[src/design/g2j_pkg.sv]
package g2j_pkg;

  // field widths
  localparam int unsigned GY_W = 12;
  localparam int unsigned GM_W = 4;
  localparam int unsigned GD_W = 5;
  localparam int unsigned JY_W = 12;
  localparam int unsigned JM_W = 4;
  localparam int unsigned JD_W = 5;

  // accepted gregorian range
  localparam logic [GY_W-1:0] YEAR_MIN  = 12'd1601;
  localparam logic [GY_W-1:0] YEAR_MAX  = 12'd3199;
  localparam logic [GY_W-1:0] YEAR_BASE = 12'd1600;
  localparam logic [GM_W-1:0] MONTH_MAX = 4'd12;

  // day count arithmetic
  localparam logic [19:0] DAYS_PER_YEAR = 20'd365;
  localparam logic [19:0] EPOCH_SHIFT   = 20'd80;   // 79 day offset plus the day - 1 term

  // 33 year cycle, reciprocal estimate is low by at most one
  localparam logic [19:0] CYCLE_DAYS  = 20'd12053;
  localparam logic [30:0] CYCLE_RECIP = 31'd1391;
  localparam int unsigned CYCLE_SHIFT = 24;
  localparam logic [JY_W-1:0] CYCLE_YEARS = 12'd33;

  // 4 year group
  localparam logic [13:0] GROUP_DAYS  = 14'd1461;
  localparam logic [19:0] GROUP_RECIP = 20'd44;
  localparam int unsigned GROUP_SHIFT = 16;

  localparam logic [JY_W-1:0] JAL_EPOCH_YEAR = 12'd979;

  // cumulative month starts, days before the first of each month
  localparam logic [8:0] GREG_CUM [12] = '{9'd0, 9'd31, 9'd59, 9'd90, 9'd120, 9'd151,
                                           9'd181, 9'd212, 9'd243, 9'd273, 9'd304, 9'd334};
  localparam logic [8:0] JAL_CUM [12]  = '{9'd0, 9'd31, 9'd62, 9'd93, 9'd124, 9'd155,
                                           9'd186, 9'd216, 9'd246, 9'd276, 9'd306, 9'd336};

endpackage

[src/design/g2j_in_if.sv]
interface g2j_in_if;
  logic                        valid;
  logic                        ready;
  logic [g2j_pkg::GY_W-1:0]    greg_year;
  logic [g2j_pkg::GM_W-1:0]    greg_month;
  logic [g2j_pkg::GD_W-1:0]    greg_day;

  modport source (output valid, greg_year, greg_month, greg_day, input ready);
  modport sink   (input valid, greg_year, greg_month, greg_day, output ready);
endinterface

[src/design/g2j_out_if.sv]
interface g2j_out_if;
  logic                        valid;
  logic                        ready;
  logic [g2j_pkg::JY_W-1:0]    jal_year;
  logic [g2j_pkg::JM_W-1:0]    jal_month;
  logic [g2j_pkg::JD_W-1:0]    jal_day;

  modport source (output valid, jal_year, jal_month, jal_day, input ready);
  modport sink   (input valid, jal_year, jal_month, jal_day, output ready);
endinterface

[src/design/gregorian_to_jalali_date.sv]
// gregorian to jalali date conversion, eleven stage pipeline
//
// in_date carries one gregorian date per transfer (year, month, day); out_date
// returns the matching jalali date, one result per input, in order.
// year is saturated to 1601..3199 and month to 1..12; the day is not checked
// against the month length and is simply added as an offset (day zero gives
// the day before the first).
// throughput: one date per cycle while the output register is free or being
// taken; every stage is a register with a valid bit.
// the stage split is set by the constant divisions: day count, 33 year cycle
// (reciprocal estimate, remainder, correction), 4 year group (same three
// steps), year within group, then month and day.
// stall: when out_date.ready is low with a result waiting, the whole pipe
// freezes and in_date.ready drops in the same cycle; nothing is lost or
// repeated. with the output free or taken, a new date is accepted every cycle.
// reset: rst_n (synchronous, active low) clears all valid bits; there is no
// other state, so the block is ready as soon as reset is released.
module gregorian_to_jalali_date (
  input  logic             clk,
  input  logic             rst_n,
  g2j_in_if.sink           in_date,
  g2j_out_if.source        out_date
);

  localparam int unsigned NS = 11;

  logic [NS-1:0] v_r;
  logic          en;

  // pipe moves whenever the output register is empty or being taken
  assign en            = !v_r[NS-1] || out_date.ready;
  assign in_date.ready = en;

  always_ff @(posedge clk) begin
    if (!rst_n) begin
      v_r <= '0;
    end else if (en) begin
      v_r <= {v_r[NS-2:0], in_date.valid};
    end
  end

  // stage 1: clamp, year offset, leap correction terms
  logic [11:0] yc;
  logic [3:0]  mc;
  logic [23:0] p100, p400;
  logic [10:0] s1_gy_nxt, s1_gy_r;
  logic [3:0]  s1_gm_nxt, s1_gm_r;
  logic [4:0]  s1_d_r;
  logic [8:0]  s1_c4_nxt, s1_c4_r;
  logic [4:0]  s1_c100_nxt, s1_c100_r;
  logic [2:0]  s1_c400_nxt, s1_c400_r;

  always_comb begin
    yc = in_date.greg_year;
    if (yc < g2j_pkg::YEAR_MIN) yc = g2j_pkg::YEAR_MIN;
    if (yc > g2j_pkg::YEAR_MAX) yc = g2j_pkg::YEAR_MAX;
    mc = in_date.greg_month;
    if (mc == 4'd0) mc = 4'd1;
    if (mc > g2j_pkg::MONTH_MAX) mc = g2j_pkg::MONTH_MAX;
    s1_gy_nxt   = 11'(yc - g2j_pkg::YEAR_BASE);
    s1_gm_nxt   = mc - 4'd1;
    s1_c4_nxt   = 9'((12'(s1_gy_nxt) + 12'd3) >> 2);
    // ceil(gy/100) and ceil(gy/400) by reciprocal, exact below 4681
    p100        = (24'(s1_gy_nxt) + 24'd99) * 24'd1311;
    p400        = (24'(s1_gy_nxt) + 24'd399) * 24'd1311;
    s1_c100_nxt = 5'(p100 >> 17);
    s1_c400_nxt = 3'(p400 >> 19);
  end

  always_ff @(posedge clk) begin
    if (en) begin
      s1_gy_r   <= s1_gy_nxt;
      s1_gm_r   <= s1_gm_nxt;
      s1_d_r    <= in_date.greg_day;
      s1_c4_r   <= s1_c4_nxt;
      s1_c100_r <= s1_c100_nxt;
      s1_c400_r <= s1_c400_nxt;
    end
  end

  // stage 2: whole years in days, plus offset inside the year
  logic        leap;
  logic [19:0] s2_base_nxt, s2_base_r;
  logic [8:0]  s2_off_nxt, s2_off_r;

  always_comb begin
    // ceil equals the exact quotient only on multiples
    leap = ((s1_gy_r[1:0] == 2'b00) && ((11'(s1_c100_r) * 11'd100) != s1_gy_r)) ||
           ((11'(s1_c400_r) * 11'd400) == s1_gy_r);
    s2_base_nxt = 20'(s1_gy_r) * g2j_pkg::DAYS_PER_YEAR + 20'(s1_c4_r)
                  - 20'(s1_c100_r) + 20'(s1_c400_r);
    s2_off_nxt  = g2j_pkg::GREG_CUM[s1_gm_r] + 9'(leap && (s1_gm_r > 4'd1))
                  + 9'(s1_d_r);
  end

  always_ff @(posedge clk) begin
    if (en) begin
      s2_base_r <= s2_base_nxt;
      s2_off_r  <= s2_off_nxt;
    end
  end

  // stage 3: day count from the jalali epoch
  logic [19:0] s3_days_r;

  always_ff @(posedge clk) begin
    if (en) begin
      s3_days_r <= s2_base_r + 20'(s2_off_r) - g2j_pkg::EPOCH_SHIFT;
    end
  end

  // stage 4: 33 year cycle estimate
  logic [30:0] cyc_prod;
  logic [19:0] s4_x_r;
  logic [5:0]  s4_qe_r;

  assign cyc_prod = 31'(s3_days_r) * g2j_pkg::CYCLE_RECIP;

  always_ff @(posedge clk) begin
    if (en) begin
      s4_x_r  <= s3_days_r;
      s4_qe_r <= 6'(cyc_prod >> g2j_pkg::CYCLE_SHIFT);
    end
  end

  // stage 5: remainder against the estimate
  logic [14:0] s5_r_r;
  logic [5:0]  s5_qe_r;

  always_ff @(posedge clk) begin
    if (en) begin
      s5_r_r  <= 15'(s4_x_r - 20'(s4_qe_r) * g2j_pkg::CYCLE_DAYS);
      s5_qe_r <= s4_qe_r;
    end
  end

  // stage 6: correct a low estimate
  logic        cyc_fix;
  logic [5:0]  s6_q_r;
  logic [13:0] s6_r_r;

  assign cyc_fix = s5_r_r >= 15'(g2j_pkg::CYCLE_DAYS);

  always_ff @(posedge clk) begin
    if (en) begin
      s6_q_r <= s5_qe_r + 6'(cyc_fix);
      s6_r_r <= cyc_fix ? 14'(s5_r_r - 15'(g2j_pkg::CYCLE_DAYS)) : 14'(s5_r_r);
    end
  end

  // stage 7: cycle years, 4 year group estimate
  logic [19:0] grp_prod;
  logic [11:0] s7_yb_r;
  logic [13:0] s7_r_r;
  logic [3:0]  s7_g_r;

  assign grp_prod = 20'(s6_r_r) * g2j_pkg::GROUP_RECIP;

  always_ff @(posedge clk) begin
    if (en) begin
      s7_yb_r <= g2j_pkg::JAL_EPOCH_YEAR + 12'(s6_q_r) * g2j_pkg::CYCLE_YEARS;
      s7_r_r  <= s6_r_r;
      s7_g_r  <= 4'(grp_prod >> g2j_pkg::GROUP_SHIFT);
    end
  end

  // stage 8: group remainder
  logic [11:0] s8_r_r;
  logic [11:0] s8_yb_r;
  logic [3:0]  s8_g_r;

  always_ff @(posedge clk) begin
    if (en) begin
      s8_r_r  <= 12'(s7_r_r - 14'(s7_g_r) * g2j_pkg::GROUP_DAYS);
      s8_yb_r <= s7_yb_r;
      s8_g_r  <= s7_g_r;
    end
  end

  // stage 9: correct group estimate, add group years
  logic        grp_fix;
  logic [3:0]  grp_q;
  logic [10:0] s9_r2_r;
  logic [11:0] s9_yg_r;

  assign grp_fix = s8_r_r >= 12'(g2j_pkg::GROUP_DAYS);
  assign grp_q   = s8_g_r + 4'(grp_fix);

  always_ff @(posedge clk) begin
    if (en) begin
      s9_r2_r <= grp_fix ? 11'(s8_r_r - 12'(g2j_pkg::GROUP_DAYS)) : 11'(s8_r_r);
      s9_yg_r <= s8_yb_r + (12'(grp_q) << 2);
    end
  end

  // stage 10: year inside the group, first year is the long one
  logic [10:0] t;
  logic [1:0]  yi;
  logic [8:0]  s10_rem_nxt, s10_rem_r;
  logic [11:0] s10_y_r;

  always_comb begin
    t  = s9_r2_r - 11'd1;
    yi = 2'd0;
    s10_rem_nxt = 9'(s9_r2_r);
    if (s9_r2_r >= 11'd366) begin
      if (t >= 11'd1095) begin
        yi = 2'd3;
        s10_rem_nxt = 9'(t - 11'd1095);
      end else if (t >= 11'd730) begin
        yi = 2'd2;
        s10_rem_nxt = 9'(t - 11'd730);
      end else if (t >= 11'd365) begin
        yi = 2'd1;
        s10_rem_nxt = 9'(t - 11'd365);
      end else begin
        s10_rem_nxt = 9'(t);
      end
    end
  end

  always_ff @(posedge clk) begin
    if (en) begin
      s10_rem_r <= s10_rem_nxt;
      s10_y_r   <= s9_yg_r + 12'(yi);
    end
  end

  // stage 11: month and day, output register
  logic [3:0]  midx;
  logic [11:0] s11_year_r;
  logic [3:0]  s11_month_r;
  logic [4:0]  s11_day_r;

  always_comb begin
    midx = 4'd0;
    for (int i = 1; i < 12; i++) begin
      midx = midx + 4'(s10_rem_r >= g2j_pkg::JAL_CUM[i]);
    end
  end

  always_ff @(posedge clk) begin
    if (en) begin
      s11_year_r  <= s10_y_r;
      s11_month_r <= midx + 4'd1;
      s11_day_r   <= 5'(s10_rem_r - g2j_pkg::JAL_CUM[midx] + 9'd1);
    end
  end

  assign out_date.valid     = v_r[NS-1];
  assign out_date.jal_year  = s11_year_r;
  assign out_date.jal_month = s11_month_r;
  assign out_date.jal_day   = s11_day_r;

  // frozen pipe keeps its occupancy
  a_stall_holds: assert property (@(posedge clk) disable iff (!rst_n)
    !en |=> $stable(v_r))
    else $error("pipeline occupancy changed during stall");

  a_cycle_rem: assert property (@(posedge clk) disable iff (!rst_n)
    v_r[5] |-> (s6_r_r < 14'(g2j_pkg::CYCLE_DAYS)))
    else $error("33 year remainder out of range");

  a_group_rem: assert property (@(posedge clk) disable iff (!rst_n)
    v_r[8] |-> (s9_r2_r < 11'(g2j_pkg::GROUP_DAYS)))
    else $error("4 year remainder out of range");

  a_month_day: assert property (@(posedge clk) disable iff (!rst_n)
    out_date.valid |-> (s11_month_r >= 4'd1 && s11_month_r <= 4'd12 &&
                        s11_day_r >= 5'd1))
    else $error("jalali month or day out of range");

endmodule

[src/flat_wrapper.sv]
// flat-port wrapper written by rule: the top's interface ports become plain ports
module gregorian_to_jalali_date_flat 
  (clk, rst_n, in_date_valid, in_date_greg_year, in_date_greg_month, in_date_greg_day, in_date_ready, out_date_valid, out_date_jal_year, out_date_jal_month, out_date_jal_day, out_date_ready);
  g2j_in_if in_date_i ();
  g2j_out_if out_date_i ();
  input  logic clk;
  input  logic rst_n;
  input wire logic [$bits(in_date_i.valid)-1:0] in_date_valid;
  input wire logic [$bits(in_date_i.greg_year)-1:0] in_date_greg_year;
  input wire logic [$bits(in_date_i.greg_month)-1:0] in_date_greg_month;
  input wire logic [$bits(in_date_i.greg_day)-1:0] in_date_greg_day;
  output wire logic [$bits(in_date_i.ready)-1:0] in_date_ready;
  output wire logic [$bits(out_date_i.valid)-1:0] out_date_valid;
  output wire logic [$bits(out_date_i.jal_year)-1:0] out_date_jal_year;
  output wire logic [$bits(out_date_i.jal_month)-1:0] out_date_jal_month;
  output wire logic [$bits(out_date_i.jal_day)-1:0] out_date_jal_day;
  input wire logic [$bits(out_date_i.ready)-1:0] out_date_ready;
  assign in_date_i.valid = in_date_valid;
  assign in_date_i.greg_year = in_date_greg_year;
  assign in_date_i.greg_month = in_date_greg_month;
  assign in_date_i.greg_day = in_date_greg_day;
  assign in_date_ready = in_date_i.ready;
  assign out_date_valid = out_date_i.valid;
  assign out_date_jal_year = out_date_i.jal_year;
  assign out_date_jal_month = out_date_i.jal_month;
  assign out_date_jal_day = out_date_i.jal_day;
  assign out_date_i.ready = out_date_ready;
  gregorian_to_jalali_date u_core (.clk(clk), .rst_n(rst_n), .in_date(in_date_i), .out_date(out_date_i));
endmodule
[config.mk]
export PLATFORM = sky130hd
export DESIGN_NAME = gregorian_to_jalali_date_flat
export DESIGN_NICKNAME = d
export VERILOG_FILES = /design/src/design/g2j_pkg.sv /design/src/design/g2j_in_if.sv /design/src/design/g2j_out_if.sv /design/src/design/gregorian_to_jalali_date.sv /design/src/flat_wrapper.sv
export SDC_FILE = /design/constraint.sdc
export NUM_CORES = 1
export LEC_CHECK = 0
export ABC_AREA = 1
export BUFFER_PORTS_ARGS = -buffer_cell sky130_fd_sc_hd__buf_4
export CELL_PAD_IN_SITES_DETAIL_PLACEMENT = 1
export CELL_PAD_IN_SITES_GLOBAL_PLACEMENT = 1
export CORE_MARGIN = 1
export CORE_UTILIZATION = 45
export DETAILED_ROUTE_END_ITERATION = 7
export GPL_TIMING_DRIVEN = 0
export PLACE_DENSITY_LB_ADDON = 0.1
export RECOVER_POWER = 100
export SLEW_MARGIN = 20
export SYNTH_ARGS = -nofsm -noshare
export SYNTH_HDL_FRONTEND = slang
export SYNTH_SLANG_ARGS = --single-unit
[constraint.sdc]
create_clock -name clk -period 9.15 [get_ports clk]
set_input_delay 0.915 -clock clk [delete_from_list [all_inputs] [get_ports clk]]
set_output_delay 0.915 -clock clk [all_outputs]
set_load 0.01 [all_outputs]
==> impl_metrics.toml <==
[status]
status = "finished, violations left"
failed_checks = "capacitance limit, slew limit"

[synth]
netlist_area_um2 = 30570
synth.distinct_cells = 58
async_flop_share = 0
yosys_warnings = 0
synth.largest_area_cell = "edfxtp_1"
synth_top_area_share = 0.2642
yosysSeqAreaShare = 0.2714
synth_cells = 3141
yosysMostFrequentCell = "inv_1"
synthTopCellsByCount = "inv_1, ha_1, nand2_1"
synthFlopType = "edfxtp_1"
synth_area_per_cell_um2 = 9.733
ys_ff_latch = 280
synth_area_leaders = "edfxtp_1, ha_1, fa_1"
synth_edf_count = 269

[cells_and_area]
areaGrowthSynthToFinish_pct = 8.492
antenna_cells = 0
layout-drive-gt1-share = 0.03653
layout.nets = 4075

[floorplanning]
die_w_um = 262.6
coreArea_um2 = 67160
die_h_um = 262.6
initial_utilization = 0.4552
core.rowCount = 95
fp.dieArea_um2 = 68980
boundaryPins = 48

[global_route]
grt_overflow = 0
grt_use_total = 0.2050
antenna_found_initial = 0
grt_pass1_wl_um = 115300
grt_max_degree = 97
grt_pass1_vias = 23680

[timing]
setup_viol = 0
max_freq_mhz = 126.5
finalCriticalPeriod_ps = 7907
rsz0062_at_grt = "no"
finalClockSkew_ps = 34.70
finalHoldViolCount = 0
maxSlewHeadroom = -2.349
slew_viol_final = 286
tightest_slew_ps = 5024
setup_tns_ps = 0
fin_crit_sh = 0.8641

[placed_design]
hpwlAfterDp_um = 58000
globalplace.congestion = 0.8569
numPortBuffers = 47

[route]
drc = 0
routed_via_density = 5.034
vias = 20800
wl_per_cell_um = 16.53
routed_wl_um = 68300
antenna_left = 0
drt-initial-drc-count = 622
first_pass_iters = 4

[critical_path]
crit_family = "adder cells"
crit_type = "in -> reg"
cpMostUsedCell = "nand2_1"
endpoint_kind = "register"
path_buf_inv = 12
crit_fanout = 10
slowest_stage = "xor2_1"
required_ps = 9470
cp_slowest_stage_delay_ps = 690
cp-start-kind = "primary input"
crit_arrival_ps = 8220

[flow_run]
max_cap_violations = 4

[clock_tree]
numCtsBuffers = 35
cts_hold_buf = 0
postCtsSetupBuffers = 0
cts_tree = "yes"
cts-resized-gates = 0
clockBufferDepth = 3
cts_root_buffer = "clkbuf_16"
cts_max_level = 2
cts_num_sinks = 280
clk_latency_ps = 560
clkTransAtPathRegs_ps = 60

[worst_hold_path]
hold_class = "reg -> reg"
==> path summary, 6_finish.rpt <==
| kind | from | endpoint | slack (ps) | cells after the start |
|---|---|---|---|---|
| worst max-delay path | in_date_greg_year[7] | u_core.s1_c100_r[4] | 1240 | 42 |
| worst min-delay path | u_core.s10_y_r[9] | u_core.out_date.jal_year[9] | 420 | 0 |
| worst max register to register | u_core.v_r[10] | u_core.s3_days_r[4] | 2230 | 6 |
| worst min register to register | u_core.s10_y_r[9] | u_core.out_date.jal_year[9] | 420 | 0 |
==> area by class of cell <==
cell class | instances | area, um2
inverters | 791 | 2975
repair buffers | 50 | 271.5
multi-input cells | 2068 | 19220
flip-flops and latches | 280 | 8298
plain buffers | 6 | 30.03
well taps | 873 | 1092
clock buffers | 49 | 1033
clock inverters | 14 | 244.0
fillers | 7591 | 33990
==> metal layers <==
layer	up-vias	part of all wire	global-route usage
met5	-	0	0
met4	0	0.028	0.05914
met3	106	0.021	0.01996
met2	190	0.52	0.3879
met1	10240	0.43	0.2438
li1	10270	-	-
==> cell families after synthesis <==
kind of cell | count (synthesis) | share of synthesized area
fa+ha+maj | 818 | 0.4053
simple gates | 682 | 0.09790
other cells | 2 | 0.0002457
compound gates | 354 | 0.06696
xor+xnor | 208 | 0.05983
flops | 280 | 0.2714
buf+inv | 797 | 0.09839
==> through the flow <==
step / worst slack, ps / hold slack (ps) / utilization / cell area (um2) / instances
after global routing: 565.8 / 424.1 / 0.4939 / 33170 / 4131
after floorplan: 2069 / 400.3 / - / 30590 / 3145
after detailed placement: 808.9 / 406.3 / 0.4783 / 32120 / 4068
after global placement: 936.7 / 400.5 / 0.4770 / 32030 / 4065
after CTS: 1414 / 420.7 / 0.4974 / 33400 / 4131
final: 1243 / 420.3 / 0.4939 / 33170 / 4131
==> layout by cell type (no fill, tap or decap), types with 4 or more instances in the layout <==
cell and n:
a211oi_1 5, a21oi_1 159, nor2_1 146, nand4_1 28, xnor2_1 57, clkbuf_16 39
o21ai_0 103, inv_2 7, dfxtp_1 11, nor3_1 21, a31oi_1 11, nand3_1 103
o21bai_1 11, clkbuf_1 40, nor4_1 6, edfxtp_1 269, a21o_1 11, o2111ai_1 10
nand2_2 8, inv_1 780, fa_1 287, o211ai_1 10, clkbuf_4 6, ha_1 531
nor2_2 4, xor2_1 150, o31ai_1 7, bufinv_16 6, nand2_1 348, o21a_1 6
conb_1 6, buf_4 16, nand2_4 5, clkinv_2 4, a21boi_0 5
==> flip-flops by register name, summed over array words and instances, names as in the netlist, 11 cells and up <==
signal,count
u_core.s1_gy_r,11
u_core.s5_r_r,15
u_core.s4_x_r,15
u_core.s8_yb_r,12
u_core.s10_y_r,12
u_core.s3_days_r,20
u_core.s9_r2_r,11
u_core.s8_r_r,12
u_core.s7_yb_r,12
u_core.out_date.jal_year,12
u_core.v_r,11
u_core.s6_r_r,14
u_core.s2_base_r,20
u_core.s7_r_r,12
u_core.s9_yg_r,12
Power is not shown: default switching activity piles up to over one toggle a cycle in this logic, so the estimate is an artifact.
